--- config.mk ---
export PLATFORM = sky130hd
export DESIGN_NAME = slow_data_frame_demux_flat
export DESIGN_NICKNAME = d
export VERILOG_FILES = /design/src/design/sdfd_pkg.sv /design/src/design/sdfd_req_if.sv /design/src/design/sdfd_rsp_if.sv /design/src/design/sdfd_ctrl.sv /design/src/design/sdfd_datapath.sv /design/src/design/slow_data_frame_demux.sv /design/src/flat_wrapper.sv
export SDC_FILE = /design/constraint.sdc
export NUM_CORES = 1
export LEC_CHECK = 0
export CORE_ASPECT_RATIO = 0.8
export CORE_MARGIN = 5
export CORE_UTILIZATION = 50
export DETAILED_ROUTE_END_ITERATION = 6
export DONT_BUFFER_PORTS = 1
export PLACE_DENSITY = 0.64
export SETUP_SLACK_MARGIN = 0.4
export SYNTH_ARGS = -nofsm -noshare
export SYNTH_HDL_FRONTEND = slang
export SYNTH_SLANG_ARGS = --single-unit
--- constraint.sdc ---
create_clock -name clock -period 7.2 [get_ports clock]
set_input_delay 0.36 -clock clock [delete_from_list [all_inputs] [get_ports clock]]
set_output_delay 0.36 -clock clock [all_outputs]
set_load 0.005 [all_outputs]
--- src/design/sdfd_pkg.sv ---
`default_nettype none

package sdfd_pkg;

   localparam int TEXT_LEN_DEF = 20;
   localparam int FAST_MAX_DEF = 28;

   localparam logic [1:0] CMD_DATA  = 2'd0;
   localparam logic [1:0] CMD_SYNC  = 2'd1;
   localparam logic [1:0] CMD_CLEAR = 2'd2;

   localparam logic [1:0] KIND_POS  = 2'd0;
   localparam logic [1:0] KIND_FAST = 2'd1;
   localparam logic [1:0] KIND_TEXT = 2'd2;

   localparam logic [3:0] TYPE_POS        = 4'h3;
   localparam logic [3:0] TYPE_TEXT       = 4'h4;
   localparam logic [3:0] TYPE_FAST_SHORT = 4'h8;
   localparam logic [3:0] TYPE_FAST_LONG  = 4'h9;

   localparam logic [4:0] LONG_EXTRA = 5'd16;

   typedef enum logic {
      ST_IDLE,
      ST_EMIT
   } sdfd_state_type;

   typedef struct packed {
      logic load;
      logic emit;
   } sdfd_ctl_type;

   typedef struct packed {
      logic job_some;
      logic job_last;
      logic out_free;
   } sdfd_stat_type;

endpackage

`default_nettype wire

--- src/design/sdfd_req_if.sv ---
`default_nettype none

interface sdfd_req_if;
   logic        valid;
   logic        ready;
   logic [1:0]  command;
   logic [31:0] voice_first;
   logic [31:0] voice_second;
   logic [23:0] slow_data;

   modport source (output valid, command, voice_first, voice_second, slow_data,
                   input ready);
   modport sink (input valid, command, voice_first, voice_second, slow_data,
                 output ready);
endinterface

`default_nettype wire

--- src/design/sdfd_rsp_if.sv ---
`default_nettype none

interface sdfd_rsp_if;
   logic       valid;
   logic       ready;
   logic [1:0] out_kind;
   logic [7:0] out_byte;
   logic [4:0] text_position;
   logic       text_complete;
   logic       last;

   modport source (output valid, out_kind, out_byte, text_position, text_complete, last,
                   input ready);
   modport sink (input valid, out_kind, out_byte, text_position, text_complete, last,
                 output ready);
endinterface

`default_nettype wire

--- src/design/sdfd_ctrl.sv ---
`default_nettype none

module sdfd_ctrl (
   input  logic                   clock,
   input  logic                   reset,
   input  logic                   req_valid,
   output logic                   req_ready,
   input  sdfd_pkg::sdfd_stat_type stat,
   output sdfd_pkg::sdfd_ctl_type  ctl
);
   import sdfd_pkg::*;

   sdfd_state_type state_ff;
   sdfd_state_type state_in;

   always_ff @(posedge clock) begin
      if (reset) begin
         state_ff <= ST_IDLE;
      end else begin
         state_ff <= state_in;
      end
   end

   always_comb begin
      state_in = state_ff;
      unique case (state_ff)
         ST_IDLE: begin
            if (req_valid && stat.job_some) begin
               state_in = ST_EMIT;
            end
         end
         ST_EMIT: begin
            if (stat.out_free && stat.job_last) begin
               state_in = ST_IDLE;
            end
         end
         default: state_in = ST_IDLE;
      endcase
   end

   always_comb begin
      req_ready = 1'b0;
      ctl.load  = 1'b0;
      ctl.emit  = 1'b0;
      unique case (state_ff)
         ST_IDLE: begin
            req_ready = 1'b1;
            ctl.load  = req_valid;
         end
         ST_EMIT: begin
            ctl.emit = stat.out_free;
         end
         default: ;
      endcase
   end

endmodule

`default_nettype wire

--- src/design/sdfd_datapath.sv ---
`default_nettype none

module sdfd_datapath #(
   parameter int TEXT_LEN = sdfd_pkg::TEXT_LEN_DEF,
   parameter int FAST_MAX = sdfd_pkg::FAST_MAX_DEF
) (
   input  logic                    clock,
   input  logic                    reset,
   input  sdfd_pkg::sdfd_ctl_type  ctl,
   output sdfd_pkg::sdfd_stat_type stat,
   input  logic [1:0]              req_command,
   input  logic [31:0]             req_voice_first,
   input  logic [31:0]             req_voice_second,
   input  logic [23:0]             req_slow_data,
   input  logic                    rsp_ready,
   output logic                    rsp_valid,
   output logic [1:0]              rsp_out_kind,
   output logic [7:0]              rsp_out_byte,
   output logic [4:0]              rsp_text_position,
   output logic                    rsp_text_complete,
   output logic                    rsp_last
);
   import sdfd_pkg::*;

   localparam int BUF_BYTES = (FAST_MAX < 3) ? 3 : FAST_MAX;
   localparam int BUF_W     = 8 * BUF_BYTES;
   localparam int CW        = $clog2(BUF_BYTES + 1);
   localparam int TW        = $clog2(TEXT_LEN + 1);
   localparam logic [TW-1:0] TEXT_LIM = TW'(TEXT_LEN);
   localparam logic [4:0]    FAST_LIM = 5'(FAST_MAX);

   logic             odd_ff, odd_in;
   logic [3:0]       type_ff, type_in;
   logic [3:0]       rem_ff, rem_in;
   logic [TW-1:0]    text_cnt_ff, text_cnt_in;
   logic [87:0]      even_ff, even_in;
   logic [63:0]      sync_ff, sync_in;
   logic [BUF_W-1:0] buf_ff, buf_in;
   logic [CW-1:0]    left_ff, left_in;
   logic [1:0]       job_kind_ff, job_kind_in;
   logic             rsp_valid_ff, rsp_valid_in;
   logic [1:0]       out_kind_ff, out_kind_in;
   logic [7:0]       out_byte_ff, out_byte_in;
   logic [4:0]       out_pos_ff, out_pos_in;
   logic             out_done_ff, out_done_in;
   logic             out_last_ff, out_last_in;

   logic [3:0]       eff_type;
   logic [3:0]       sd_len;
   logic [23:0]      sd_sel;
   logic [1:0]       nchars;
   logic [TW-1:0]    avail;
   logic [CW-1:0]    text_n;
   logic [CW-1:0]    pos_n;
   logic [7:0]       even_ctl;
   logic [4:0]       fast_size;
   logic [CW-1:0]    fast_n;
   logic [223:0]     pkt;
   logic [CW-1:0]    job_n;
   logic [1:0]       job_kind;
   logic [BUF_W-1:0] job_buf;

   assign sd_len   = req_slow_data[3:0];
   assign eff_type = odd_ff ? type_ff : req_slow_data[7:4];
   assign sd_sel   = odd_ff ? req_slow_data : {8'd0, req_slow_data[23:8]};
   assign nchars   = odd_ff ? 2'd3 : 2'd2;
   assign avail    = TEXT_LIM - text_cnt_ff;
   assign text_n   = (avail < TW'(nchars)) ? CW'(avail) : CW'(nchars);

   always_comb begin
      if (odd_ff) begin
         pos_n = (rem_ff < 4'd3) ? CW'(rem_ff) : CW'(3);
      end else begin
         pos_n = (sd_len < 4'd2) ? CW'(sd_len) : CW'(2);
      end
   end

   assign even_ctl  = even_ff[71:64];
   assign fast_size = {1'b0, even_ctl[3:0]} +
                      ((even_ctl[7:4] == TYPE_FAST_LONG) ? LONG_EXTRA : 5'd0);
   assign fast_n    = (fast_size > FAST_LIM) ? CW'(FAST_LIM) : CW'(fast_size);

   // Packet byte 0 sits in the low bits.
   assign pkt = {sync_ff, req_voice_second, req_voice_first, even_ff[63:0],
                 req_slow_data[23:8], even_ff[87:72]};

   always_comb begin
      job_n    = '0;
      job_kind = KIND_POS;
      job_buf  = BUF_W'(sd_sel);
      if (req_command == CMD_DATA) begin
         unique case (eff_type)
            TYPE_TEXT: begin
               job_kind = KIND_TEXT;
               job_n    = text_n;
            end
            TYPE_POS: begin
               job_kind = KIND_POS;
               job_n    = pos_n;
            end
            TYPE_FAST_SHORT, TYPE_FAST_LONG: begin
               if (odd_ff) begin
                  job_kind = KIND_FAST;
                  job_n    = fast_n;
                  job_buf  = BUF_W'(pkt);
               end
            end
            default: ;
         endcase
      end
   end

   assign stat.job_some = (job_n != '0);
   assign stat.job_last = (left_ff == CW'(1));
   assign stat.out_free = !rsp_valid_ff || rsp_ready;

   always_comb begin
      odd_in       = odd_ff;
      type_in      = type_ff;
      rem_in       = rem_ff;
      text_cnt_in  = text_cnt_ff;
      even_in      = even_ff;
      sync_in      = sync_ff;
      buf_in       = buf_ff;
      left_in      = left_ff;
      job_kind_in  = job_kind_ff;
      rsp_valid_in = rsp_valid_ff && !rsp_ready;
      out_kind_in  = out_kind_ff;
      out_byte_in  = out_byte_ff;
      out_pos_in   = out_pos_ff;
      out_done_in  = out_done_ff;
      out_last_in  = out_last_ff;

      if (ctl.load) begin
         buf_in      = job_buf;
         left_in     = job_n;
         job_kind_in = job_kind;
         unique case (req_command)
            CMD_SYNC: begin
               sync_in = {req_voice_second, req_voice_first};
               odd_in  = 1'b0;
            end
            CMD_CLEAR: begin
               text_cnt_in = '0;
               odd_in      = 1'b0;
            end
            CMD_DATA: begin
               if (!odd_ff) begin
                  type_in = req_slow_data[7:4];
                  if (eff_type == TYPE_POS) begin
                     rem_in = (sd_len > 4'd2) ? sd_len - 4'd2 : 4'd0;
                  end else begin
                     rem_in = sd_len;
                  end
                  if (eff_type == TYPE_FAST_SHORT || eff_type == TYPE_FAST_LONG) begin
                     even_in = {req_slow_data, req_voice_second, req_voice_first};
                  end
               end
               odd_in = !odd_ff;
            end
            default: ;
         endcase
      end

      if (ctl.emit) begin
         rsp_valid_in = 1'b1;
         out_kind_in  = job_kind_ff;
         out_byte_in  = buf_ff[7:0];
         out_last_in  = (left_ff == CW'(1));
         out_pos_in   = 5'd0;
         out_done_in  = 1'b0;
         if (job_kind_ff == KIND_TEXT) begin
            out_pos_in  = 5'(text_cnt_ff);
            out_done_in = ((text_cnt_ff + TW'(1)) == TEXT_LIM);
            text_cnt_in = text_cnt_ff + TW'(1);
         end
         buf_in  = buf_ff >> 8;
         left_in = left_ff - CW'(1);
      end
   end

   always_ff @(posedge clock) begin
      if (reset) begin
         odd_ff       <= 1'b0;
         type_ff      <= 4'd0;
         rem_ff       <= 4'd0;
         text_cnt_ff  <= '0;
         sync_ff      <= 64'd0;
         left_ff      <= '0;
         job_kind_ff  <= KIND_POS;
         rsp_valid_ff <= 1'b0;
      end else begin
         odd_ff       <= odd_in;
         type_ff      <= type_in;
         rem_ff       <= rem_in;
         text_cnt_ff  <= text_cnt_in;
         sync_ff      <= sync_in;
         left_ff      <= left_in;
         job_kind_ff  <= job_kind_in;
         rsp_valid_ff <= rsp_valid_in;
      end
   end

   always_ff @(posedge clock) begin
      even_ff     <= even_in;
      buf_ff      <= buf_in;
      out_kind_ff <= out_kind_in;
      out_byte_ff <= out_byte_in;
      out_pos_ff  <= out_pos_in;
      out_done_ff <= out_done_in;
      out_last_ff <= out_last_in;
   end

   assign rsp_valid         = rsp_valid_ff;
   assign rsp_out_kind      = out_kind_ff;
   assign rsp_out_byte      = out_byte_ff;
   assign rsp_text_position = out_pos_ff;
   assign rsp_text_complete = out_done_ff;
   assign rsp_last          = out_last_ff;

endmodule

`default_nettype wire

--- src/design/slow_data_frame_demux.sv ---
// Channel    Role    Word
// req_chan   sink    command, voice_first, voice_second, slow_data
// rsp_chan   source  out_kind, out_byte, text_position, text_complete, last
//
// A word is taken while the sequencer is idle, then its results leave one per
// cycle while rsp_chan is not stalled; a word gives N (0 to 28) result words.
// The result register lets the next word be taken while the last result waits.
// Reset is synchronous and clears the frame parity, type, counters and the saved
// sync voice bytes. A stalled rsp_chan holds the current result and the sequencer.
`default_nettype none

module slow_data_frame_demux #(
   parameter int TEXT_LEN = sdfd_pkg::TEXT_LEN_DEF,
   parameter int FAST_MAX = sdfd_pkg::FAST_MAX_DEF
) (
   input  logic       clock,
   input  logic       reset,
   sdfd_req_if.sink   req_chan,
   sdfd_rsp_if.source rsp_chan
);
   import sdfd_pkg::*;

   sdfd_ctl_type  ctl;
   sdfd_stat_type stat;

   sdfd_ctrl u_ctrl (
      .clock     (clock),
      .reset     (reset),
      .req_valid (req_chan.valid),
      .req_ready (req_chan.ready),
      .stat      (stat),
      .ctl       (ctl)
   );

   sdfd_datapath #(
      .TEXT_LEN (TEXT_LEN),
      .FAST_MAX (FAST_MAX)
   ) u_datapath (
      .clock             (clock),
      .reset             (reset),
      .ctl               (ctl),
      .stat              (stat),
      .req_command       (req_chan.command),
      .req_voice_first   (req_chan.voice_first),
      .req_voice_second  (req_chan.voice_second),
      .req_slow_data     (req_chan.slow_data),
      .rsp_ready         (rsp_chan.ready),
      .rsp_valid         (rsp_chan.valid),
      .rsp_out_kind      (rsp_chan.out_kind),
      .rsp_out_byte      (rsp_chan.out_byte),
      .rsp_text_position (rsp_chan.text_position),
      .rsp_text_complete (rsp_chan.text_complete),
      .rsp_last          (rsp_chan.last)
   );

endmodule

`default_nettype wire

--- src/flat_wrapper.sv ---
// flat-port wrapper written by rule: the top's interface ports become plain ports
module slow_data_frame_demux_flat import sdfd_pkg::*;
#(
   parameter int TEXT_LEN = sdfd_pkg::TEXT_LEN_DEF,
   parameter int FAST_MAX = sdfd_pkg::FAST_MAX_DEF
)
  (clock, reset, req_chan_valid, req_chan_command, req_chan_voice_first, req_chan_voice_second, req_chan_slow_data, req_chan_ready, rsp_chan_valid, rsp_chan_out_kind, rsp_chan_out_byte, rsp_chan_text_position, rsp_chan_text_complete, rsp_chan_last, rsp_chan_ready);
  sdfd_req_if req_chan_i ();
  sdfd_rsp_if rsp_chan_i ();
  input  logic clock;
  input  logic reset;
  input wire logic [$bits(req_chan_i.valid)-1:0] req_chan_valid;
  input wire logic [$bits(req_chan_i.command)-1:0] req_chan_command;
  input wire logic [$bits(req_chan_i.voice_first)-1:0] req_chan_voice_first;
  input wire logic [$bits(req_chan_i.voice_second)-1:0] req_chan_voice_second;
  input wire logic [$bits(req_chan_i.slow_data)-1:0] req_chan_slow_data;
  output wire logic [$bits(req_chan_i.ready)-1:0] req_chan_ready;
  output wire logic [$bits(rsp_chan_i.valid)-1:0] rsp_chan_valid;
  output wire logic [$bits(rsp_chan_i.out_kind)-1:0] rsp_chan_out_kind;
  output wire logic [$bits(rsp_chan_i.out_byte)-1:0] rsp_chan_out_byte;
  output wire logic [$bits(rsp_chan_i.text_position)-1:0] rsp_chan_text_position;
  output wire logic [$bits(rsp_chan_i.text_complete)-1:0] rsp_chan_text_complete;
  output wire logic [$bits(rsp_chan_i.last)-1:0] rsp_chan_last;
  input wire logic [$bits(rsp_chan_i.ready)-1:0] rsp_chan_ready;
  assign req_chan_i.valid = req_chan_valid;
  assign req_chan_i.command = req_chan_command;
  assign req_chan_i.voice_first = req_chan_voice_first;
  assign req_chan_i.voice_second = req_chan_voice_second;
  assign req_chan_i.slow_data = req_chan_slow_data;
  assign req_chan_ready = req_chan_i.ready;
  assign rsp_chan_valid = rsp_chan_i.valid;
  assign rsp_chan_out_kind = rsp_chan_i.out_kind;
  assign rsp_chan_out_byte = rsp_chan_i.out_byte;
  assign rsp_chan_text_position = rsp_chan_i.text_position;
  assign rsp_chan_text_complete = rsp_chan_i.text_complete;
  assign rsp_chan_last = rsp_chan_i.last;
  assign rsp_chan_i.ready = rsp_chan_ready;
  slow_data_frame_demux #(.TEXT_LEN(TEXT_LEN), .FAST_MAX(FAST_MAX)) u_core (.clock(clock), .reset(reset), .req_chan(req_chan_i), .rsp_chan(rsp_chan_i));
endmodule
==> run_results.csv, run 1 <==
group,metric,value,unit
clock_tree,clockBufferDepth,3,
setup_path,critPathKind,"flop to flop",
logic_synthesis,synth_mux_area_share,1.088,%
global_route,grt_max_degree,218,
floorplan,die_w,215.6,um
min_path,min_to,"u_core.u_datapath.buf_ff[96]$_DFFE_PP_",
logic_synthesis,synth_top_family_by_area,"simple AND/OR/NAND/NOR gates",
power_and_ir_drop,leakage,7.546,nW
sta,finalCriticalPeriod,3.558,ns
setup_path,critPathMaxFanout,144,
logic_synthesis,syn_area_per_cell,10.77,um2
sta,slew_viol_final,0,
clock_tree,cts_root_buf,"clkbuf_16",
place,dp_cells,1906,
routing,wl_per_cell,21.06,um
sta,timing.fmax,281.1,MHz
logic_synthesis,synth_seq_area_share,68.25,%
place,io_buffers,0,
routing,wl_met3,4016,um
global_route,antenna_found_initial,0,
clock_tree,cts_buffers,42,
status,violations,"design-rule violations",
routing,wl,43690,um
routing,wl_met2,18940,um
clock_tree,cts.sinks,416,
sta,worst_slack,3.642,ns
logic_synthesis,synth-main-ff-cell,"edfxtp_1",
setup_path,worstReg2RegStart,"u_core.u_datapath.rsp_valid$_SDFF_PP0_",
logic_synthesis,synth_compound_area_share,6.082,%
power_and_ir_drop,vdd_ir_drop_max,0.0001673,V
logic_synthesis,async_flop_share,0,%
floorplan,initial_core_util,50.50,%
floorplan,die-height,174.5,um
setup_path,crit_slowest_cell,"buf_4",
sta,rsz0062_at_grt,"no",
place,gp_congestion,0.8286,
floorplan,io_pins,113,
layout,drive_gt1_share,5.363,%
setup_path,reg2reg_setup_slack,3.64,ns
clock_tree,ctsHtreeMaxLevel,2,
routing,vias_per_cell,5.729,
logic_synthesis,synthSimpleGateAreaFrac,21.14,%
routing,top_layer,"met4",
logic_synthesis,synthXorXnorAreaFrac,0.05179,%
min_path,min_from,"req_chan_voice_first[0]",
setup_path,critPathTopFamily,"buffers and inverters",
setup_path,path_buf_inv,3,
setup_path,crit_chain,"nand2b_1 > nand2_4 > inv_6 > nor2_1 > inv_8 > buf_4",
place,dpl.hpwl,23800,um
clock_tree,cts_tree,"done",
sta,fin_setup_tns,0,ns
logic_synthesis,synth_fp_nets,1669,
sta,skew,0.02984,ns
layout,fill_cells,2788,
layout,area_delta_synth_final,15.01,%
routing,drtAntennaViolNets,0,
logic_synthesis,synth_edf_count,321,
clock_tree,clock_latency,0.55,ns
logic_synthesis,ys_seq_elements,416,
layout,fin_cells,2075,
logic_synthesis,synthTopCellsByCount,"560 x nand2_1, 321 x edfxtp_1, 198 x nand3_1",
logic_synthesis,synth_area,16910,um2
sta,final.period_utilization,49.42,%
sta,final_hold_viol_count,0,
floorplan,std_cell_rows,60,
setup_path,cp-end-kind,"flop",
routing,drtIter0Drc,1459,
routing,drt_pass1_iterations,7,
min_path,hold_depth,2,
routing,vias,11890,
setup_path,arrival,3.71,ns
setup_path,worst_path_largest_cell_delay,0.86,ns
logic_synthesis,synth_area_leaders,"edfxtp_1 57%, nand2_1 12%, dfxtp_1 11%",
setup_path,required,7.35,ns
global_route,globalRouteTotalUtil,22.52,%
global_route,grt_pass1_vias,11120,
logic_synthesis,yosysTopAreaCell,"edfxtp_1",
power_and_ir_drop,power_density,261.6,nW/um2
logic_synthesis,synth_top_cell_area_share,57.00,%
logic_synthesis,synth_most_common_cell,"nand2_1",
layout,num-nets-final,1707,
setup_path,start_kind,"flop",
clock_tree,clk_pin_slew,0.06,ns
global_route,grt_pass1_wl,66380,um
logic_synthesis,syn_inst,1570,
place,pre_cts_slack,3.410,ns
setup_path,reg2regPathDepth,6,
routing,wl_met1,20070,um
run,cap_viol_max_count,0,
sta,slew_headroom,24.64,%
status,status,"finished with violations",
global_route,overflow,0,
floorplan,core_area,33480,um2
sta,worst_slew_pin_slew,1.130,ns
logic_synthesis,synth_adder_area_share,0.3700,%
logic_synthesis,ys_types,53,
sta,setup_viol,0,
clock_tree,postCtsSetupRepairBufs,0,
setup_path,rr_endpoint,"u_core.u_datapath.buf_ff[94]$_DFFE_PP_",
floorplan,dieArea,37620,um2
logic_synthesis,ys.warnings.count,0,
min_path,hold_path_class,"input pin to flop",
routing,post-route-drc-count,2,
layout,antenna_cells,0,
[state kept, by name (all words and copies together), names as in the netlist, 2 cells and up]
register,flops
u_core.u_datapath.text_cnt_ff,5
u_core.u_datapath.rem_ff,4
u_core.u_datapath.rsp_out_kind,2
u_core.u_datapath.buf_ff,224
u_core.u_datapath.job_kind_ff,2
u_core.u_datapath.rsp_text_position,5
u_core.u_datapath.even_ff,88
u_core.u_datapath.type_ff,4
u_core.u_datapath.left_ff,5
u_core.u_datapath.sync_ff,64
u_core.u_datapath.rsp_out_byte,8
[layer usage]
layer,up-vias,GRT usage [%]
met5,-,0
met4,0,4.479
met3,50,5.972
met2,468,32.53
met1,5830,34.59
li1,5540,-
[report_power, final]
group / leakage, nW / total, W / switching, W / internal, W
clock: 0.686 / 0.00224 / 0.000911 / 0.00133
sequential: 3.94 / 0.00268 / 0.0000280 / 0.00265
combinational: 2.92 / 0.000168 / 0.000104 / 0.0000646
total: 7.55 / 0.00509 / 0.00104 / 0.00404
[worst reg2reg max path, stage by stage, from the launching register on]
cell      delay [ns]
dfxtp_1         0.32
nand2b_1        0.21
nand2_4         0.13
inv_6           0.42
nor2_1          0.43
inv_8           0.71
buf_4           0.92
[worst max-delay path by stage]
stage	slack (ns)	from	cells past startpoint	end
3_3_place_gp	3.48	rsp_chan_ready	6	u_core.u_datapath.buf_ff[200]$_DFFE_PP_
2_1_floorplan	1.55	rsp_chan_ready	6	u_core.u_datapath.buf_ff[0]$_DFFE_PP_
4_1_cts	3.49	u_core.u_datapath.rsp_valid$_SDFF_PP0_	6	u_core.u_datapath.buf_ff[129]$_DFFE_PP_
6_report	3.64	u_core.u_datapath.rsp_valid$_SDFF_PP0_	6	u_core.u_datapath.buf_ff[94]$_DFFE_PP_
3_5_place_dp	3.41	rsp_chan_ready	6	u_core.u_datapath.buf_ff[202]$_DFFE_PP_
5_1_grt	3.26	u_core.u_datapath.rsp_valid$_SDFF_PP0_	6	u_core.u_datapath.buf_ff[158]$_DFFE_PP_
[placed cells by master, fill, tap and decap left out, types with 3 or more instances in the layout]
master,netlist,routed
nand2_1,560,558
edfxtp_1,321,321
nand3_1,198,198
a21oi_1,97,97
dfxtp_1,95,95
dlygate4sd3_1,0,91
clkbuf_16,0,43
nor2_1,41,41
o21ai_0,26,26
mux2i_1,17,17
a31oi_1,12,12
clkbuf_1,55,11
inv_1,10,9
a22o_1,9,9
a21o_1,7,7
clkinv_2,0,7
buf_4,2,6
and2_1,6,5
nor3_1,5,5
ha_1,5,5
bufinv_16,0,5
clkbuf_8,0,5
nand2b_1,4,4
a221oi_1,4,4
a22oi_1,4,4
a211oi_1,4,4
nor2b_1,3,3
clkinv_1,1,3
[cell type report]
| cell class | instances | area (um2) | share of cell area, % |
|---|---|---|---|
| clock buffers | 59 | 1186 | 6.099 |
| clock inverters | 18 | 220.2 | 1.132 |
| inverters | 11 | 53.80 | 0.2767 |
| multi-input cells | 1037 | 4880 | 25.09 |
| flip-flops and latches | 416 | 11540 | 59.35 |
| well taps | 434 | 543.0 | 2.792 |
| repair buffers | 100 | 1023 | 5.263 |
[through the flow]
step / total power, W / hold slack (ns) / area [um2] / util (%)
floorplan: 0.002812 / 0.4003 / 16910 / -
global placement: 0.002827 / 0.4076 / 17100 / 51.08
detailed placement: 0.002830 / 0.4052 / 17100 / 51.08
CTS: 0.005114 / 0.0006100 / 19450 / 58.08
global route: 0.005240 / 0.006346 / 19450 / 58.08
finish: 0.005087 / 0.02032 / 19450 / 58.08
[cell families (layout without fill, tap and decap cells)]
logic type,Yosys count,count (layout)
AND/OR/NAND/NOR,836,836
flip-flops,416,416
AO/OA/AOI/OAI,177,177
buffers and inverters,117,188
multiplexers,18,18
adder cells (fa/ha/maj),5,5
XOR/XNOR,1,1
[timing repair]
action	4_1_cts	5_1_grt
hold endpoints to repair	177	0
hold buffers	92	0
resized for setup	0	0
Note: power is estimated with default switching activity, not from simulation.
==> run 2, diff against run 1 <==
--- a/config.mk
+++ b/config.mk
@@ -5,12 +5,13 @@
 export SDC_FILE = /design/constraint.sdc
 export NUM_CORES = 1
 export LEC_CHECK = 0
+export ABC_AREA = 1
 export CORE_ASPECT_RATIO = 0.8
 export CORE_MARGIN = 5
 export CORE_UTILIZATION = 50
 export DETAILED_ROUTE_END_ITERATION = 6
 export DONT_BUFFER_PORTS = 1
-export PLACE_DENSITY = 0.64
+export PLACE_DENSITY = 0.67
 export SETUP_SLACK_MARGIN = 0.4
 export SYNTH_ARGS = -nofsm -noshare
 export SYNTH_HDL_FRONTEND = slang
==> constraint.sdc (replaced) <==
create_clock -name clock -period 3.25 [get_ports clock]
set_input_delay 0.1625 -clock clock [delete_from_list [all_inputs] [get_ports clock]]
set_output_delay 0.1625 -clock clock [all_outputs]
set_load 0.005 [all_outputs]
==> run_results.csv, run 2 <==
group,metric,value,unit
status,status,"completed",
sta,setup_viol,0,
layout,largest_reg_flops,224,
routing,vias,12210,
clock_tree,ctsHtreeMaxLevel,2,
routing,drt_pass1_iterations,5,
routing,wl,42910,um
sta,worst_slew_pin_slew,1.121,ns
logic_synthesis,yosysTopAreaCell,"edfxtp_1",
setup_path,required,3.54,ns
logic_synthesis,synthSimpleGateAreaFrac,16.35,%
logic_synthesis,ys_seq_elements,416,
clock_tree,cts.sinks,416,
layout,layout_common_cells,"445 x nand2_1, 321 x edfxtp_1, 279 x o21ai_0",
layout,area_delta_synth_final,14.93,%
place,dpl.hpwl,25140,um
floorplan,io_pins,113,
routing,vias_per_cell,5.638,
power_and_ir_drop,vdd_ir_drop_max,0.0004039,V
global_route,overflow,0,
layout,regMostFlops,"u_core.u_datapath.buf_ff",
logic_synthesis,synth_fp_nets,1750,
logic_synthesis,synth_area,17030,um2
clock_tree,cts_root_buf,"clkbuf_16",
clock_tree,clockBufferDepth,3,
floorplan,core_area,33630,um2
layout,num-nets-final,1798,
setup_path,start_kind,"flop",
logic_synthesis,async_flop_share,0,%
sta,slew_viol_final,0,
clock_tree,clock_latency,0.55,ns
routing,drtAntennaViolNets,0,
floorplan,std_cell_rows,60,
place,io_buffers,0,
floorplan,initial_core_util,50.63,%
sta,final.period_utilization,77.74,%
place,place_area,17350,um2
floorplan,die-height,175.1,um
floorplan,dieArea,37870,um2
logic_synthesis,synth-main-ff-cell,"edfxtp_1",
global_route,grt_pass1_vias,11560,
layout,layout_commonest_cell,"nand2_1",
logic_synthesis,ys.warnings.count,0,
layout,drive_gt1_share,6.647,%
sta,finalCriticalPeriod,2.526,ns
logic_synthesis,synth_most_common_cell,"nand2_1",
sta,timing.fmax,395.8,MHz
layout,reg_top3,"u_core.u_datapath.buf_ff (224), u_core.u_datapath.even_ff (88), u_core.u_datapath.sync_ff (64)",
sta,skew,0.02771,ns
logic_synthesis,synthTopCellsByCount,"445 x nand2_1, 321 x edfxtp_1, 279 x o21ai_0",
sta,rsz0062_at_grt,"no",
logic_synthesis,syn_area_per_cell,10.31,um2
logic_synthesis,synth_area_leaders,"edfxtp_1 57%, dfxtp_1 11%, nand2_1 9.8%",
logic_synthesis,synth_seq_area_share,67.78,%
routing,post-route-drc-count,0,
logic_synthesis,synth_top_cell_area_share,56.61,%
sta,hold_ws,0.02508,ns
clock_tree,postCtsSetupRepairBufs,0,
global_route,globalRouteTotalUtil,22.18,%
global_route,grt_max_degree,235,
logic_synthesis,synth_compound_area_share,11.32,%
logic_synthesis,ys_types,39,
logic_synthesis,synth_edf_count,321,
global_route,grt_pass1_wl,67210,um
logic_synthesis,synth_top_family_by_area,"simple AND/OR/NAND/NOR gates",
logic_synthesis,synthXorXnorAreaFrac,0.2057,%
logic_synthesis,synth_adder_area_share,0.3674,%
place,pre_cts_slack,0.7675,ns
setup_path,cp-end-kind,"flop",
sta,slew_headroom,25.29,%
clock_tree,ctsHoldBuffers,94,
min_path,hold_path_class,"input pin to flop",
setup_path,arrival,2.82,ns
floorplan,die_w,216.3,um
power_and_ir_drop,leakage,7.250,nW
sta,worst_slack,0.7236,ns
routing,wl_per_cell,19.81,um
clock_tree,cts_buffers,40,
clock_tree,cts_resized,0,
layout,final_cell_area,19570,um2
setup_path,critPathMaxFanout,26,
setup_path,critPathKind,"flop to flop",
power_and_ir_drop,power_density,571.2,nW/um2
sta,final_hold_viol_count,0,
routing,drtIter0Drc,1589,
clock_tree,clk_pin_slew,0.07,ns
clock_tree,cts_tree,"done",
global_route,antenna_found_initial,8,
logic_synthesis,syn_inst,1651,
logic_synthesis,synth_mux_area_share,0,%
run,cap_viol_max_count,0,
place,gp_congestion,0.8933,
-- run 2: cell types whose count changed in the layout (fill, tap and decap cells not counted), sizes merged, moves of 18 or more --
cell | before | now
o21ai | 29 | 290
nand3 | 199 | 47
nor2 | 41 | 187
nand2 | 560 | 452
a21oi | 98 | 45
inv | 12 | 59
mux2i | 18 | 0
-- run 2: final cells by class --
class / instances / area [um2]
well taps: 434 / 543.0
repair buffers: 110 / 1124
clock buffers: 59 / 1185
flip-flops and latches: 416 / 11540
fillers: 2840 / 14060
inverters: 58 / 230.2
diodes: 2 / 5.005
clock inverters: 14 / 91.34
multi-input cells: 1073 / 4850
-- run 2: report_power, final --
| part | internal, W | leakage [nW] | total (W) | switching (W) |
|---|---|---|---|---|
| combinational | 0.000188 | 2.70 | 0.000580 | 0.000392 |
| sequential | 0.00596 | 3.93 | 0.00605 | 0.0000903 |
| clock | 0.00255 | 0.614 | 0.00454 | 0.00200 |
| total | 0.00870 | 7.25 | 0.0112 | 0.00248 |
-- run 2: path summary, 6_finish.rpt --
path	from	endpoint	slack, ns	depth (start not counted)
max	u_core.u_datapath.odd_ff$_SDFFE_PP0P_	u_core.u_datapath.buf_ff[9]$_DFFE_PP_	0.72	10
min	req_chan_command[1]	u_core.u_datapath.type_ff[3]$_SDFFE_PP0P_	0.03	4
max reg2reg	u_core.u_datapath.odd_ff$_SDFFE_PP0P_	u_core.u_datapath.buf_ff[9]$_DFFE_PP_	0.72	10
min reg2reg	u_core.u_datapath.buf_ff[6]$_DFFE_PP_	u_core.u_datapath.rsp_out_byte[6]$_DFFE_PP_	0.42	0
-- run 2: metrics by stage --
step	cells	total power, W	TNS [ns]	utilization, %
after detailed placement	1997	0.006597	0	51.58
after global placement	1997	0.006587	0	51.58
after CTS	2164	0.01124	0	58.17
final	2166	0.01118	0	58.19
after floorplan	1651	0.006456	-20.14	-
after global routing	2166	0.01156	0	58.19
-- run 2: layer usage --
layer  vias to the layer above  global-route usage, %  routed length [um]
li1                       5739                      -                   -
met4                        12                  4.265                 568
met1                      5888                  34.76               20070
met3                        53                  4.331                3415
met5                         -                      0                  69
met2                       519                  32.50               18790
-- run 2: worst max-delay path: stages, from the launching register on --
cell      delay [ns]
dfxtp_1         0.41
inv_2           0.12
buf_4           0.24
nand2_1         0.11
nand2_1         0.18
nor2_4          0.25
nand2_2         0.36
inv_2           0.29
o211ai_1        0.12
o21ai_0         0.13
inv_1           0.06
-- run 2: cells by family after synthesis --
group	after synthesis
AO/OA/AOI/OAI	364
flip-flops	416
AND/OR/NAND/NOR	700
XOR/XNOR	4
adder cells (fa/ha/maj)	5
buffers and inverters	162
==> run 3, diff against run 2 <==
--- a/config.mk
+++ b/config.mk
@@ -11,7 +11,7 @@
 export CORE_UTILIZATION = 50
 export DETAILED_ROUTE_END_ITERATION = 6
 export DONT_BUFFER_PORTS = 1
-export PLACE_DENSITY = 0.67
+export PLACE_DENSITY = 0.64
 export SETUP_SLACK_MARGIN = 0.4
 export SYNTH_ARGS = -nofsm -noshare
 export SYNTH_HDL_FRONTEND = slang
==> constraint.sdc (replaced) <==
create_clock -name clock -period 2.46 [get_ports clock]
set_input_delay 0.123 -clock clock [delete_from_list [all_inputs] [get_ports clock]]
set_output_delay 0.123 -clock clock [all_outputs]
set_load 0.005 [all_outputs]
==> run_results.csv, run 3 (synthesized netlist as in run 2, its figures left out) <==
group,metric,value,unit
layout,fin_cells,2192,
floorplan,io_pins,113,
setup_path,arrival,2.21,ns
clock_tree,cts_root_buf,"clkbuf_16",
sta,slew_viol_final,0,
routing,drtIter0Drc,1327,
layout,area_delta_synth_final,17.55,%
global_route,overflow,0,
clock_tree,clk_pin_slew,0.06,ns
setup_path,critPathKind,"flop to flop",
sta,final.period_utilization,80.79,%
clock_tree,cts_buffers,42,
global_route,antenna_found_initial,7,
global_route,grt_max_degree,137,
routing,vias_per_cell,5.601,
clock_tree,clock_latency,0.55,ns
layout,layout_commonest_cell,"nand2_1",
setup_path,crit_start,"u_core.u_datapath.rsp_valid$_SDFF_PP0_",
clock_tree,clockBufferDepth,3,
sta,worst_slew_pin_slew,0.6578,ns
sta,slew_headroom,56.14,%
clock_tree,cts.sinks,416,
power_and_ir_drop,power_density,762.4,nW/um2
setup_path,cp-end-kind,"flop",
floorplan,initial_core_util,50.63,%
setup_path,worstReg2RegStart,"u_core.u_datapath.rsp_valid$_SDFF_PP0_",
power_and_ir_drop,pwr-share-seq,52.4,%
routing,drtAntennaViolNets,0,
sta,setup_viol,0,
setup_path,critPathMaxFanout,40,
routing,drt_pass1_iterations,5,
place,gp_congestion,0.8391,
power_and_ir_drop,power_frac_clock,42.3,%
place,dp_cells,2011,
layout,fill_cells,2768,
layout,largest_reg_flops,224,
power_and_ir_drop,switching_share,21.70,%
layout,regMostFlops,"u_core.u_datapath.buf_ff",
power_and_ir_drop,p_int,0.01195,W
clock_tree,cts_tree,"done",
setup_path,start_kind,"flop",
layout,regArea,11550,um2
layout,drive_gt1_share,7.925,%
min_path,hold_path_class,"input pin to flop",
power_and_ir_drop,power_switching,0.003311,W
min_path,min_from,"req_chan_command[1]",
routing,wl,43520,um
status,status,"completed",
routing,post-route-drc-count,0,
floorplan,core_area,33630,um2
power_and_ir_drop,leakage,7.470,nW
layout,reg_top3,"u_core.u_datapath.buf_ff (224), u_core.u_datapath.even_ff (88), u_core.u_datapath.sync_ff (64)",
layout,multi_input_area,4863,um2
floorplan,die-height,175.1,um
power_and_ir_drop,p_total,0.01526,W
place,io_buffers,0,
power_and_ir_drop,vdd_ir_drop_max,0.0005605,V
sta,final_hold_viol_count,0,
routing,vias,12280,
run,cap_viol_max_count,0,
layout,fin_util,59.52,%
floorplan,std_cell_rows,60,
routing,wl_per_cell,19.85,um
layout,num-nets-final,1819,
power_and_ir_drop,power.share.combinational,5.3,%
sta,skew,0.02066,ns
floorplan,dieArea,37870,um2
sta,finalCriticalPeriod,1.987,ns
sta,rsz0062_at_grt,"yes",
global_route,globalRouteTotalUtil,22.35,%
clock_tree,ctsHtreeMaxLevel,2,
setup_path,required,2.68,ns
sta,timing.fmax,503.2,MHz
layout,layout_common_cells,"445 x nand2_1, 321 x edfxtp_1, 277 x o21ai_0",
global_route,grt_pass1_vias,11600,
global_route,grt_pass1_wl,67530,um
place,dpl.hpwl,26750,um
floorplan,die_w,216.3,um
==> run 3: area by class of cell <==
| type | instances | share of cell area [%] |
|---|---|---|
| Sequential cell | 416 | 57.68 |
| Multi-Input combinational cell | 1073 | 24.30 |
| Timing Repair Buffer | 129 | 7.157 |
| Clock buffer | 63 | 6.163 |
| Tap cell | 434 | 2.713 |
| Inverter | 58 | 1.163 |
| Clock inverter | 15 | 0.7751 |
| Antenna cell | 4 | 0.05001 |
==> run 3: stage by stage <==
stage	cell area (um2)	TNS, ns	setup slack, ns	hold slack (ns)
6_report	20020	0	0.4727	0.04626
5_1_grt	20020	0	0.3476	0.04091
4_1_cts	19910	0	0.3390	0.01434
3_5_place_dp	17580	0	0.3099	0.1948
3_3_place_gp	17580	0	0.4052	0.1921
2_1_floorplan	17080	-89.66	-1.019	0.1921
==> run 3: critical path, stage by stage, from the launching register on <==
cell	delay [ns]
dfxtp_1	0.33
nand2_1	0.21
nand2_8	0.11
inv_6	0.20
nor2_1	0.15
inv_8	0.27
buf_4	0.35
==> run 3: final timing paths <==
check / cells after the start / slack, ns / end
hold reg to reg: 0 / 0.42 / u_core.u_datapath.rsp_out_byte[5]$_DFFE_PP_
setup reg to reg: 6 / 0.47 / u_core.u_datapath.buf_ff[189]$_DFFE_PP_
hold / removal: 6 / 0.05 / u_core.u_datapath.odd_ff$_SDFFE_PP0P_
setup / recovery: 6 / 0.47 / u_core.u_datapath.buf_ff[189]$_DFFE_PP_
==> run 3: power by group through the flow <==
stage               registers, W  logic [W]  clock network [W]
floorplan                0.00809   0.000429                  0
global placement         0.00814   0.000595                  0
detailed placement       0.00815   0.000605                  0
CTS                      0.00800   0.000801            0.00657
global route             0.00802   0.000891            0.00689
finish                   0.00800   0.000806            0.00646
==> run 3: what timing repair did <==
| item | CTS | global route |
|---|---|---|
| endpoints found under the hold margin | 269 | 0 |
| endpoints found under the setup margin | 135 | 152 |
| hold buffers | 93 | 0 |
| pin swaps | 1 | 4 |
| gates cloned | 0 | 1 |
| gates resized for setup | 3 | 11 |
| setup buffers | 0 | 5 |
==> run 3: metal layers <==
| metal | GRT usage, % | part of all wire, % | up-vias |
|---|---|---|---|
| li1 | - | - | 5799 |
| met1 | 34.66 | 47 | 5965 |
| met2 | 31.99 | 43 | 441 |
| met3 | 5.283 | 8.1 | 66 |
| met4 | 5.325 | 1.7 | 6 |
| met5 | 0 | 0.090 | - |
